### config.mk
export PLATFORM = sky130hd
export DESIGN_NAME = sql_keyword_lexer_top
export DESIGN_NICKNAME = d
export VERILOG_FILES = /design/src/rtl/skl_pkg.sv /design/src/rtl/skl_core.sv /design/src/rtl/sql_keyword_lexer_top.sv
export SDC_FILE = /design/constraint.sdc
export NUM_CORES = 1
export LEC_CHECK = 0
export ABC_AREA = 1
export BUFFER_PORTS_ARGS = -buffer_cell sky130_fd_sc_hd__buf_2
export CAP_MARGIN = 10
export CORE_ASPECT_RATIO = 0.7
export CORE_MARGIN = 2
export CORE_UTILIZATION = 54
export CTS_CLUSTER_SIZE = 10
export DETAILED_ROUTE_END_ITERATION = 10
export PLACE_DENSITY_LB_ADDON = 0.12
export SLEW_MARGIN = 30
export SYNTH_ARGS = -nofsm -noshare
export SYNTH_HDL_FRONTEND = slang
export SYNTH_SLANG_ARGS = --single-unit
### constraint.sdc
create_clock -name i_clk -period 4.82 [get_ports i_clk]
set_input_delay 0.241 -clock i_clk [delete_from_list [all_inputs] [get_ports i_clk]]
set_output_delay 0.241 -clock i_clk [all_outputs]
set_load 0.03 [all_outputs]
### src/rtl/skl_pkg.sv
// Package for the SQL keyword lexer: transaction types, token classes, character codes
// and the literal table used to recognise keywords and punctuation.
// Depends on nothing; every other file of the block imports it.
package skl_pkg;

    localparam int TOKEN_START_W = 10;
    localparam int TOKEN_INDEX_W = 7;
    localparam int TOKEN_COUNT_W = 8;
    localparam int WORD_LEN_W    = 8;
    localparam int NUM_LITS      = 8;

    localparam logic [7:0] CHAR_SPACE   = 8'h20;
    localparam logic [7:0] CHAR_QUOTE   = 8'h22;
    localparam logic [7:0] CHAR_UPPER_A = 8'h41;
    localparam logic [7:0] CHAR_UPPER_Z = 8'h5A;
    localparam logic [7:0] CHAR_DIGIT_0 = 8'h30;
    localparam logic [7:0] CHAR_DIGIT_9 = 8'h39;
    localparam logic [7:0] CASE_OFFSET  = 8'h20;

    localparam logic [WORD_LEN_W-1:0] WORD_LEN_MAX = '1;

    localparam logic [2:0] LIT_SELECT    = 3'd0;
    localparam logic [2:0] LIT_INSERT    = 3'd1;
    localparam logic [2:0] LIT_FROM      = 3'd2;
    localparam logic [2:0] LIT_INTO      = 3'd3;
    localparam logic [2:0] LIT_VALUES    = 3'd4;
    localparam logic [2:0] LIT_STAR      = 3'd5;
    localparam logic [2:0] LIT_COMMA     = 3'd6;
    localparam logic [2:0] LIT_SEMICOLON = 3'd7;

    typedef enum logic [3:0] {
        CLS_SELECT    = 4'd0,
        CLS_INSERT    = 4'd1,
        CLS_FROM      = 4'd2,
        CLS_INTO      = 4'd3,
        CLS_VALUES    = 4'd4,
        CLS_STRING    = 4'd5,
        CLS_STAR      = 4'd6,
        CLS_COMMA     = 4'd7,
        CLS_SEMICOLON = 4'd8,
        CLS_NUMBER    = 4'd9,
        CLS_UNKNOWN   = 4'd10,
        CLS_UNCLOSED  = 4'd11,
        CLS_TOO_LONG  = 4'd12
    } t_token_class;

    typedef struct packed {
        logic [7:0] char_in;
        logic       line_end;
    } t_in_item;

    typedef struct packed {
        logic                     token_valid;
        logic [3:0]               token_class;
        logic [TOKEN_START_W-1:0] token_start;
        logic [WORD_LEN_W-1:0]    byte_count;
        logic [TOKEN_INDEX_W-1:0] word_number;
        logic                     line_done;
        logic [TOKEN_COUNT_W-1:0] token_count;
        logic                     count_overflow;
    } t_out_item;

    typedef struct packed {
        logic      emit;
        t_out_item item;
    } t_core_result;

    // Literal text, left-aligned and padded with spaces beyond its length.
    function automatic logic [47:0] lit_text(input logic [2:0] k);
        logic [47:0] s;
        case (k)
            LIT_SELECT:    s = "select";
            LIT_INSERT:    s = "insert";
            LIT_FROM:      s = "from  ";
            LIT_INTO:      s = "into  ";
            LIT_VALUES:    s = "values";
            LIT_STAR:      s = "*     ";
            LIT_COMMA:     s = ",     ";
            LIT_SEMICOLON: s = ";     ";
            default:       s = "      ";
        endcase
        return s;
    endfunction

    function automatic logic [2:0] lit_len(input logic [2:0] k);
        logic [2:0] n;
        case (k)
            LIT_SELECT, LIT_INSERT, LIT_VALUES: n = 3'd6;
            LIT_FROM, LIT_INTO:                 n = 3'd4;
            default:                            n = 3'd1;
        endcase
        return n;
    endfunction

    function automatic logic [7:0] lit_byte(input logic [2:0] k, input logic [2:0] pos);
        logic [47:0] s;
        logic [5:0]  sh;
        s  = lit_text(k);
        sh = 6'(pos) << 3;
        return 8'(s >> (6'd40 - sh));
    endfunction

    function automatic logic lit_hit(input logic [NUM_LITS-1:0] live,
                                     input logic [WORD_LEN_W-1:0] len,
                                     input logic [2:0] k);
        return live[k] && (len == WORD_LEN_W'(lit_len(k)));
    endfunction

    function automatic t_token_class classify(
        input logic                  quoted,
        input logic                  too_long,
        input logic [NUM_LITS-1:0]   live,
        input logic [WORD_LEN_W-1:0] len,
        input logic                  first_q,
        input logic                  last_q,
        input logic                  digits
    );
        t_token_class c;
        if (quoted) begin
            c = CLS_UNCLOSED;
        end else if (too_long) begin
            c = CLS_TOO_LONG;
        end else if (lit_hit(live, len, LIT_SELECT)) begin
            c = CLS_SELECT;
        end else if (lit_hit(live, len, LIT_INSERT)) begin
            c = CLS_INSERT;
        end else if (lit_hit(live, len, LIT_FROM)) begin
            c = CLS_FROM;
        end else if (lit_hit(live, len, LIT_INTO)) begin
            c = CLS_INTO;
        end else if (lit_hit(live, len, LIT_VALUES)) begin
            c = CLS_VALUES;
        end else if (first_q && last_q && len >= WORD_LEN_W'(2)) begin
            c = CLS_STRING;
        end else if (lit_hit(live, len, LIT_STAR)) begin
            c = CLS_STAR;
        end else if (lit_hit(live, len, LIT_COMMA)) begin
            c = CLS_COMMA;
        end else if (lit_hit(live, len, LIT_SEMICOLON)) begin
            c = CLS_SEMICOLON;
        end else if (digits && len != '0) begin
            c = CLS_NUMBER;
        end else begin
            c = CLS_UNKNOWN;
        end
        return c;
    endfunction

endpackage

### src/rtl/skl_core.sv
// Per-byte lexer core: holds the line and word state, advances it by one byte per
// transaction and forms the result for a finished word or the end of a line.
// Depends on skl_pkg.
module skl_core #(
    parameter int LINE_LEN      = 1024,
    parameter int MAX_TOKENS    = 128,
    parameter int MAX_TOKEN_LEN = 255
) (
    input  logic                  i_clk,
    input  logic                  i_rst_n,
    input  logic                  i_fire,
    input  skl_pkg::t_in_item     i_item,
    output skl_pkg::t_core_result o_result
);
    import skl_pkg::*;

    localparam int LPW = $clog2(LINE_LEN);
    localparam int WSW = $clog2(MAX_TOKENS + 1);

    logic                  r_in_word, n_in_word;
    logic                  r_in_quoted, n_in_quoted;
    logic [LPW-1:0]        r_line_pos, n_line_pos;
    logic [LPW-1:0]        r_word_begin, n_word_begin;
    logic [WORD_LEN_W-1:0] r_word_len, n_word_len;
    logic                  r_too_long, n_too_long;
    logic [WSW-1:0]        r_words_seen, n_words_seen;
    logic [NUM_LITS-1:0]   r_lit_live, n_lit_live;
    logic                  r_first_q, n_first_q;
    logic                  r_last_q, n_last_q;
    logic                  r_all_digits, n_all_digits;
    logic                  r_overflowed, n_overflowed;

    logic       is_space;
    logic       is_quote;
    logic [7:0] lc;
    logic       do_begin;
    logic       do_add;
    logic       word_done;
    logic       room;

    always_comb begin
        n_in_word    = r_in_word;
        n_in_quoted  = r_in_quoted;
        n_line_pos   = r_line_pos;
        n_word_begin = r_word_begin;
        n_word_len   = r_word_len;
        n_too_long   = r_too_long;
        n_words_seen = r_words_seen;
        n_lit_live   = r_lit_live;
        n_first_q    = r_first_q;
        n_last_q     = r_last_q;
        n_all_digits = r_all_digits;
        n_overflowed = r_overflowed;
        o_result     = '0;

        is_space = (i_item.char_in == CHAR_SPACE);
        is_quote = (i_item.char_in == CHAR_QUOTE);
        lc       = i_item.char_in;
        if (i_item.char_in >= CHAR_UPPER_A && i_item.char_in <= CHAR_UPPER_Z) begin
            lc = i_item.char_in + CASE_OFFSET;
        end

        do_begin = !r_in_quoted && (is_quote || (!is_space && !r_in_word));
        do_add   = r_in_quoted || !is_space;

        if (do_begin) begin
            n_in_word    = 1'b1;
            n_word_begin = r_line_pos;
            n_word_len   = '0;
            n_too_long   = 1'b0;
            n_lit_live   = '1;
            n_first_q    = is_quote;
            n_last_q     = 1'b0;
            n_all_digits = 1'b1;
        end
        if (!r_in_quoted && is_quote) begin
            n_in_quoted = 1'b1;
        end

        if (do_add) begin
            for (int k = 0; k < NUM_LITS; k++) begin
                if (!(n_word_len < WORD_LEN_W'(lit_len(3'(k)))
                      && lit_byte(3'(k), n_word_len[2:0]) == lc)) begin
                    n_lit_live[k] = 1'b0;
                end
            end
            if (i_item.char_in < CHAR_DIGIT_0 || i_item.char_in > CHAR_DIGIT_9) begin
                n_all_digits = 1'b0;
            end
            n_last_q = is_quote;
            if (n_word_len >= WORD_LEN_W'(MAX_TOKEN_LEN)) begin
                n_too_long = 1'b1;
            end
            if (n_word_len != WORD_LEN_MAX) begin
                n_word_len = n_word_len + WORD_LEN_W'(1);
            end
        end
        if (r_in_quoted && is_quote) begin
            n_in_quoted = 1'b0;
        end

        if (r_line_pos < LPW'(LINE_LEN - 1)) begin
            n_line_pos = r_line_pos + LPW'(1);
        end

        word_done = ((!r_in_quoted && is_space) || i_item.line_end) && n_in_word;
        room      = (r_words_seen < WSW'(MAX_TOKENS));

        if (word_done && room) begin
            o_result.item.token_valid = 1'b1;
            o_result.item.token_class = classify(n_in_quoted, n_too_long, n_lit_live,
                                                 n_word_len, n_first_q, n_last_q,
                                                 n_all_digits);
            o_result.item.token_start = TOKEN_START_W'(n_word_begin);
            o_result.item.byte_count  = n_word_len;
            o_result.item.word_number = TOKEN_INDEX_W'(r_words_seen);
            n_words_seen = r_words_seen + WSW'(1);
        end else if (word_done) begin
            n_overflowed = 1'b1;
        end
        if (word_done) begin
            n_in_word   = 1'b0;
            n_in_quoted = 1'b0;
        end

        if (i_item.line_end) begin
            o_result.item.line_done      = 1'b1;
            o_result.item.token_count    = TOKEN_COUNT_W'(n_words_seen);
            o_result.item.count_overflow = n_overflowed;
            n_in_word    = 1'b0;
            n_in_quoted  = 1'b0;
            n_line_pos   = '0;
            n_word_begin = '0;
            n_word_len   = '0;
            n_too_long   = 1'b0;
            n_words_seen = '0;
            n_lit_live   = '1;
            n_first_q    = 1'b0;
            n_last_q     = 1'b0;
            n_all_digits = 1'b1;
            n_overflowed = 1'b0;
        end

        o_result.emit = o_result.item.token_valid || i_item.line_end;
    end

    always_ff @(posedge i_clk) begin
        if (!i_rst_n) begin
            r_in_word    <= 1'b0;
            r_in_quoted  <= 1'b0;
            r_line_pos   <= '0;
            r_word_begin <= '0;
            r_word_len   <= '0;
            r_too_long   <= 1'b0;
            r_words_seen <= '0;
            r_lit_live   <= '1;
            r_first_q    <= 1'b0;
            r_last_q     <= 1'b0;
            r_all_digits <= 1'b1;
            r_overflowed <= 1'b0;
        end else if (i_fire) begin
            r_in_word    <= n_in_word;
            r_in_quoted  <= n_in_quoted;
            r_line_pos   <= n_line_pos;
            r_word_begin <= n_word_begin;
            r_word_len   <= n_word_len;
            r_too_long   <= n_too_long;
            r_words_seen <= n_words_seen;
            r_lit_live   <= n_lit_live;
            r_first_q    <= n_first_q;
            r_last_q     <= n_last_q;
            r_all_digits <= n_all_digits;
            r_overflowed <= n_overflowed;
        end
    end

endmodule

### src/rtl/sql_keyword_lexer_top.sv
// Top level of the SQL keyword lexer: input register, lexer core and result register.
// Depends on skl_pkg and skl_core.
//
//   Channel   Direction  Handshake                  Payload
//   in        input      i_in_valid / o_in_ready    i_in_data  (skl_pkg::t_in_item)
//   out       output     o_out_valid / i_out_ready  o_out_data (skl_pkg::t_out_item)
//
// One byte is accepted per cycle for as long as results are taken.
// A result is presented from the result register: the byte that causes it is held first
// in the input register, then, when it advances, the core updates its state and loads
// the result register.
// A byte that ends no word and no line moves the state on without producing a result.
// While a result waits, the input register still takes one byte; further bytes stall.
// Reset empties both registers and returns the line state to the start of a line.
module sql_keyword_lexer_top #(
    parameter int LINE_LEN      = 1024,
    parameter int MAX_TOKENS    = 128,
    parameter int MAX_TOKEN_LEN = 255
) (
    input  logic               i_clk,
    input  logic               i_rst_n,
    input  logic               i_in_valid,
    output logic               o_in_ready,
    input  skl_pkg::t_in_item  i_in_data,
    output logic               o_out_valid,
    input  logic               i_out_ready,
    output skl_pkg::t_out_item o_out_data
);
    import skl_pkg::*;

    logic         r_s1_valid;
    t_in_item     r_s1_item;
    logic         r_out_valid;
    t_out_item    r_out_item;
    logic         advance;
    t_core_result core_result;

    assign advance    = r_s1_valid && (!r_out_valid || i_out_ready);
    assign o_in_ready = !r_s1_valid || advance;

    skl_core #(
        .LINE_LEN      (LINE_LEN),
        .MAX_TOKENS    (MAX_TOKENS),
        .MAX_TOKEN_LEN (MAX_TOKEN_LEN)
    ) u_core (
        .i_clk    (i_clk),
        .i_rst_n  (i_rst_n),
        .i_fire   (advance),
        .i_item   (r_s1_item),
        .o_result (core_result)
    );

    always_ff @(posedge i_clk) begin
        if (!i_rst_n) begin
            r_s1_valid <= 1'b0;
        end else if (o_in_ready) begin
            r_s1_valid <= i_in_valid;
        end
    end

    always_ff @(posedge i_clk) begin
        if (o_in_ready && i_in_valid) begin
            r_s1_item <= i_in_data;
        end
    end

    always_ff @(posedge i_clk) begin
        if (!i_rst_n) begin
            r_out_valid <= 1'b0;
        end else if (advance && core_result.emit) begin
            r_out_valid <= 1'b1;
        end else if (i_out_ready) begin
            r_out_valid <= 1'b0;
        end
    end

    always_ff @(posedge i_clk) begin
        if (advance && core_result.emit) begin
            r_out_item <= core_result.item;
        end
    end

    assign o_out_valid = r_out_valid;
    assign o_out_data  = r_out_item;

endmodule

==> metrics.txt, run 1 <==
power per cell area=291 nW/µm²; unrepaired setup endpoints after global routing=false; total track usage=25.7%; Rel. slew slack=56.8%; Routed WL per cell=15.8 µm; Hold Crit Class=input pin to flop; complex-gate fraction of the synthesized area=10.6%; skew final=0.00736 ns; Mapped Area=5760 µm²; DRC viols=0; Hold Startpoint=i_in_data[4]; number of standard cells after synthesis=710; crit end category=flop; drt initial violations=619; clk root buf=clkbuf_16; largest family of logic cells by synthesized area=simple AND/OR/NAND/NOR gates; post-synth cell types=51; largest net degree at the start of global routing=38; met3 usage=5.15%; Post-synth EDFFs=49; Clock Latency Late Sink=0.35 ns; sequential-to-total area share from yosys stat=44.0%; Critical Path AT=4.38 ns; H-tree depth=3; initial antenna violation count=0; Die Wd=127 µm; crit share post-route=89.1%; Ports=55; vias in the first global route=4708; setup tns final=0 ns; total gr overflow=0; Synth Area in Simple Gates=31.4%; GRT Max-Usage Layer=met1; Fmax=233 MHz; Place WS=0.424 ns; Max Cap Viol=0; cell area after layout=6460 µm²; Hold Crit Depth=1; fraction of synthesized area in multiplexers=0.174%; ys async rst share=0%; CTS tree=yes; Crit Path Category=flop to flop; Synth area leader=edfxtp_1; GRT met2 Usage=37.7%; P&R area growth vs syn=12.2%; Register-to-Register Path Depth=22; Req. time, crit path=4.90 ns; GR Util met1=39.6%; Post-Synth Adder-Cell Area=2.83%; Core ar.=10400 µm²; Final GP Congestion=1.03; Placed Area=6160 µm²; initial core utilization=55.6%; Final WS setup=0.526 ns; clock tree buffer depth=2; most frequent cell after synthesis=nand2_1; Total Routed Length=14200 µm; Worst setup SP type=flop; reg2reg end=o_out_data[37]; Via density=5.47; Synth top cells by count=147 x nand2_1, 81 x nor2_1, 69 x inv_1; Peak VDD IR=0.000233 V; Rows=31; Total Die Area=11500 µm²; setup slack, reg-to-reg=0.53 ns; final setup fails=0; yosys warns=0; Synth Register Bits=102; Most used DFF post-synth=dfxtp_1; # nets final=788; total CTS buffers=9; syn_nets=736; max-slew violations=0; Hold Fails Final Rpt=0; # port buffers=54; first-pass GRT wire length=23600 µm; worst hold path endpoint=r_s1_item[4]; Yosys top cell area share=25.6%; Final min period=4.29 ns; First-pass DRT Iterations=5; quantity of gates resized following cts=0; via count=4917; top cells by area, synth=edfxtp_1 26%, dfxtp_1 18%, nand2_1 9.6%; Mean Syn Cell Area=8.11 µm²; Synth Area in XOR/XNOR=3.65%; Worst Tran Pin Value=0.646 ns; fill count=885; share of layout cells above drive strength 1=19.0%; startpoint of the worst register-to-register path=r_s1_item[2]; CTS Sinks=102; cts hold-fix bufs=0; critical path peak fanout=10; clock-pin slew on the worst setup and hold paths=0.07 ns; chip height=90.4 µm; Final ANT Viol Nets=0; dpl hpwl=10500 µm; status=finished, final reports clean; final antenna diode count=0; LEAKAGE=0.00262 µW; Post-CTS Setup Bufs=0
[registers in the layout (all words and copies together) (netlist names), 8 cells and up]
signal / count
o_out_data: 40
r_s1_item: 9
u_core.r_line_pos: 10
u_core.r_lit_live: 8
u_core.r_word_begin: 10
u_core.r_word_len: 8
u_core.r_words_seen: 8
[report_power, final]
group	total (µW)	switching [µW]	internal (µW)
combinational	204	151	53.0
sequential	961	18.1	943
clock	716	353	363
total	1880	522	1360
[critical path: stages, from the launching register on]
cell and delay [ns]:
edfxtp_1 0.56, inv_6 0.15, nand2_2 0.09, nor2_4 0.15, nand2_4 0.09, nand2_8 0.11
nand2_4 0.06, nor2_4 0.20, inv_1 0.16, ha_1 0.40, inv_1 0.10, nand2_1 0.28
o21ai_0 0.25, xor2_1 0.19, nor3_1 0.15, a21boi_0 0.30, nand4_1 0.14, a21oi_1 0.18
nand2_1 0.09, nand2_1 0.09, nor2_1 0.06, a21oi_2 0.14, nor3_2 0.05
[routing by layer]
metal	wire length [µm]	share of wire [%]
met3	1030	7.2
met4	109	0.77
met1	7150	50
met5	0	0
met2	5940	42
[cells in the final DEF (no fill, tap or decap), drive strengths merged]
cell type,instances
o21bai,1
nand2,167
nor3,20
a21oi,60
edfxtp,49
dfxtp,53
a211oi,4
or2,11
nor4,6
nand3,48
o22a,1
clkinv,7
nor2,93
o21ai,26
a31oi,2
and2,1
xor2,22
clkbuf,9
mux2i,1
a22oi,1
inv,80
nand4,9
a21boi,2
buf,62
ha,13
nand3b,3
o21a,3
xnor2,2
o22ai,10
o2111ai,1
[area by class of cell]
class	count	area, µm²	area share (%)
multi-input combinational	507	2820	43.7
inverter	80	318	4.92
timing repair buffer	62	330	5.11
clock buffer	9	225	3.49
sequential	102	2530	39.2
tap	132	165	2.56
clock inverter	7	67.6	1.05
[how the worst max path moves through the flow]
stage,startpoint,to,slack [ns],cells past startpoint
finish,r_s1_item[2],o_out_data[37],0.53,22
floorplan,r_s1_item[3],o_out_data[0],0.83,10
global route,r_s1_item[1],o_out_data[37],0.09,22
CTS,r_s1_item[2],o_out_data[37],0.39,22
global placement,r_s1_item[2],o_out_data[37],0.45,22
detailed placement,r_s1_item[2],o_out_data[37],0.42,22
[cell families after synthesis]
| kind of cell | after synthesis |
|---|---|
| buffers and inverters | 101 |
| AOI/OAI and AO/OA | 111 |
| DFF | 102 |
| and+or+nand+nor | 358 |
| muxes | 1 |
| xor gates and xnor gates | 24 |
| adders and majority gates | 13 |
[per-stage QoR]
| stage | utilization [%] | hold WS (ns) | instances | total power [µW] |
|---|---|---|---|---|
| 2_1_floorplan | - | 0.340 | 710 | 1120 |
| 3_3_place_gp | 59.5 | 0.419 | 883 | 1180 |
| 3_5_place_dp | 59.5 | 0.419 | 883 | 1180 |
| 4_1_cts | 62.3 | 0.0564 | 899 | 1890 |
| 5_1_grt | 62.4 | 0.0530 | 899 | 1940 |
| 6_report | 62.4 | 0.0611 | 899 | 1880 |
(Power assumes the default switching activity.)
==> run 2: changes to the inputs <==
--- a/config.mk
+++ b/config.mk
@@ -10,10 +10,12 @@
 export CAP_MARGIN = 10
 export CORE_ASPECT_RATIO = 0.7
 export CORE_MARGIN = 2
-export CORE_UTILIZATION = 54
+export CORE_UTILIZATION = 56
+export CTS_BUF_LIST = sky130_fd_sc_hd__clkbuf_8
 export CTS_CLUSTER_SIZE = 10
 export DETAILED_ROUTE_END_ITERATION = 10
 export PLACE_DENSITY_LB_ADDON = 0.12
+export RECOVER_POWER = 100
 export SLEW_MARGIN = 30
 export SYNTH_ARGS = -nofsm -noshare
 export SYNTH_HDL_FRONTEND = slang
==> run 2 against run 1 <==
  * Worst hold slack lost 0.020 ns
  * Wire length decreased by 0.67%
  * Critical endpoint is now o_out_data[19]
  * Clock skew increased by 0.0039 ns
  * Clock power down 22%
  * Highest routed layer unchanged
  * Critical path depth shrank 11
  * Non-clock buffer count up 1
  * Die area fell by 3.4%
  * Sequential share of layout area up 1.5 points
  * Sequential power about the same
  * Global-route usage increased by 0.21 points
  * Via count increased by 1.0%
  * Largest power group unchanged
==> metrics.txt, run 2 (synthesized netlist as in run 1, its figures left out) <==
Routed WL per cell=15.8 µm; Total Die Area=11100 µm²; final setup fails=0; LEAKAGE=0.00245 µW; Total Routed Length=14100 µm; crit end category=flop; first-pass GRT wire length=22800 µm; total gr overflow=0; setup tns final=0 ns; Fmax=229 MHz; clock-pin slew on the worst setup and hold paths=0.10 ns; cell area after layout=6220 µm²; commonest cells after routing, fill and taps aside=151 x nand2_1, 86 x nor2_1, 70 x inv_1, 59 x a21oi_1, 53 x dfxtp_1; Critical Path AT=4.45 ns; H-tree depth=3; area occupied by multi-input gates=2740 µm²; P&R area growth vs syn=8.13%; quantity of gates resized following cts=0; CP max stage cell=o21ai_2; Max Cap Viol=0; vias in the first global route=4498; critical path, cell by cell=inv_4 > nand2_2 > nor2_1 > nand3_4 > nand2_1 > buf_4 > o22ai_1 > nor2_1 > inv_1 > o21ai_2 > buf_4; initial antenna violation count=0; Worst Tran Pin Value=1.27 ns; Rows=30; total CTS buffers=9; DRC viols=0; Worst setup SP type=flop; CTS Sinks=102; clk root buf=clkbuf_8; Post-CTS Setup Bufs=0; max-slew violations=0; Register Area=2530 µm²; fill count=895; dpl hpwl=10400 µm; critical path peak fanout=33; sequential power share=56.1%; # port buffers=54; Final GP Congestion=0.914; Core ar.=9830 µm²; Gate power share=11.5%; Int Pwr=1230 µW; Ports=55; Peak VDD IR=0.000157 V; biggest cell delay along the critical path=1.00 ns; Final ANT Viol Nets=0; Final min period=4.37 ns; Clock power frac=32.4%; Placed Area=6160 µm²; Via density=5.54; chip height=88.8 µm; hold_ws=0.0411 ns; max reg flops=40; initial core utilization=58.5%; Crit Path Category=flop to flop; Final Util=63.3%; drt initial violations=456; status=finished, final reports clean; skew final=0.0113 ns; # nets final=789; commonest non-fill, non-tap cell in the layout=nand2_1; via count=4966; Net Switching=482 µW; First-pass DRT Iterations=5; Req. time, crit path=4.90 ns; CTS tree=yes; share of layout cells above drive strength 1=11.6%; Net Sw Frac=28.1%; cts hold-fix bufs=0; unrepaired setup endpoints after global routing=false; total track usage=26.0%; Rel. slew slack=15.1%; power per cell area=276 nW/µm²; Die Wd=125 µm; largest net degree at the start of global routing=38; final antenna diode count=0; clock tree buffer depth=2; Hold Crit Class=input pin to flop; Clock Latency Late Sink=0.37 ns; crit share post-route=90.6%; Hold Fails Final Rpt=0
## run 2: power by group through the flow
stage	Combinational, µW	Sequential [µW]	Clock, µW
6_report	197	962	556
3_5_place_dp	205	981	0
4_1_cts	206	961	560
3_3_place_gp	203	980	0
5_1_grt	215	966	591
2_1_floorplan	106	1020	0
## run 2: worst max-delay path: cells and delay by family, from the launching register on
family                 cells  cell delay [ns]
buffers and inverters      4             1.04
AND/OR/NAND/NOR            5             1.28
AO/OA/AOI/OAI              2             1.20
flip-flops                 1             0.54
## run 2: area by class of cell
cell class                      count  share of cell area (%)
Timing Repair Buffer               63                    4.54
Clock buffer                        9                    1.99
Tap cell                          128                    2.57
Multi-Input combinational cell    507                    43.9
Inverter                           80                    5.11
Sequential cell                   102                    40.7
Clock inverter                      7                    1.17
## run 2: path summary, 6_finish.rpt
kind	start	end	slack, ns	cells after the start
worst max-delay path	r_s1_item[1]	o_out_data[19]	0.45	11
worst min-delay path	i_in_data[1]	r_s1_item[1]	0.04	1
worst max register to register	r_s1_item[1]	o_out_data[19]	0.45	11
worst min register to register	u_core.r_overflowed	u_core.r_overflowed	0.46	2
## run 2: stage by stage
stage	cells	power [µW]	setup slack, ns
final	896	1720	0.451
after global routing	896	1770	0.0995
after CTS	896	1730	0.427
after detailed placement	880	1190	0.451
after global placement	880	1180	0.572
after floorplan	710	1120	0.830
## run 2: metal layers
metal	GRT usage [%]	wire length, µm	share of wire, %	vias to the layer above
met1	39.7	7400	52	2327
met5	0	0	0	-
met4	5.66	105	0.74	0
met3	4.59	856	6.1	12
li1	-	-	-	2453
met2	38.5	5770	41	174
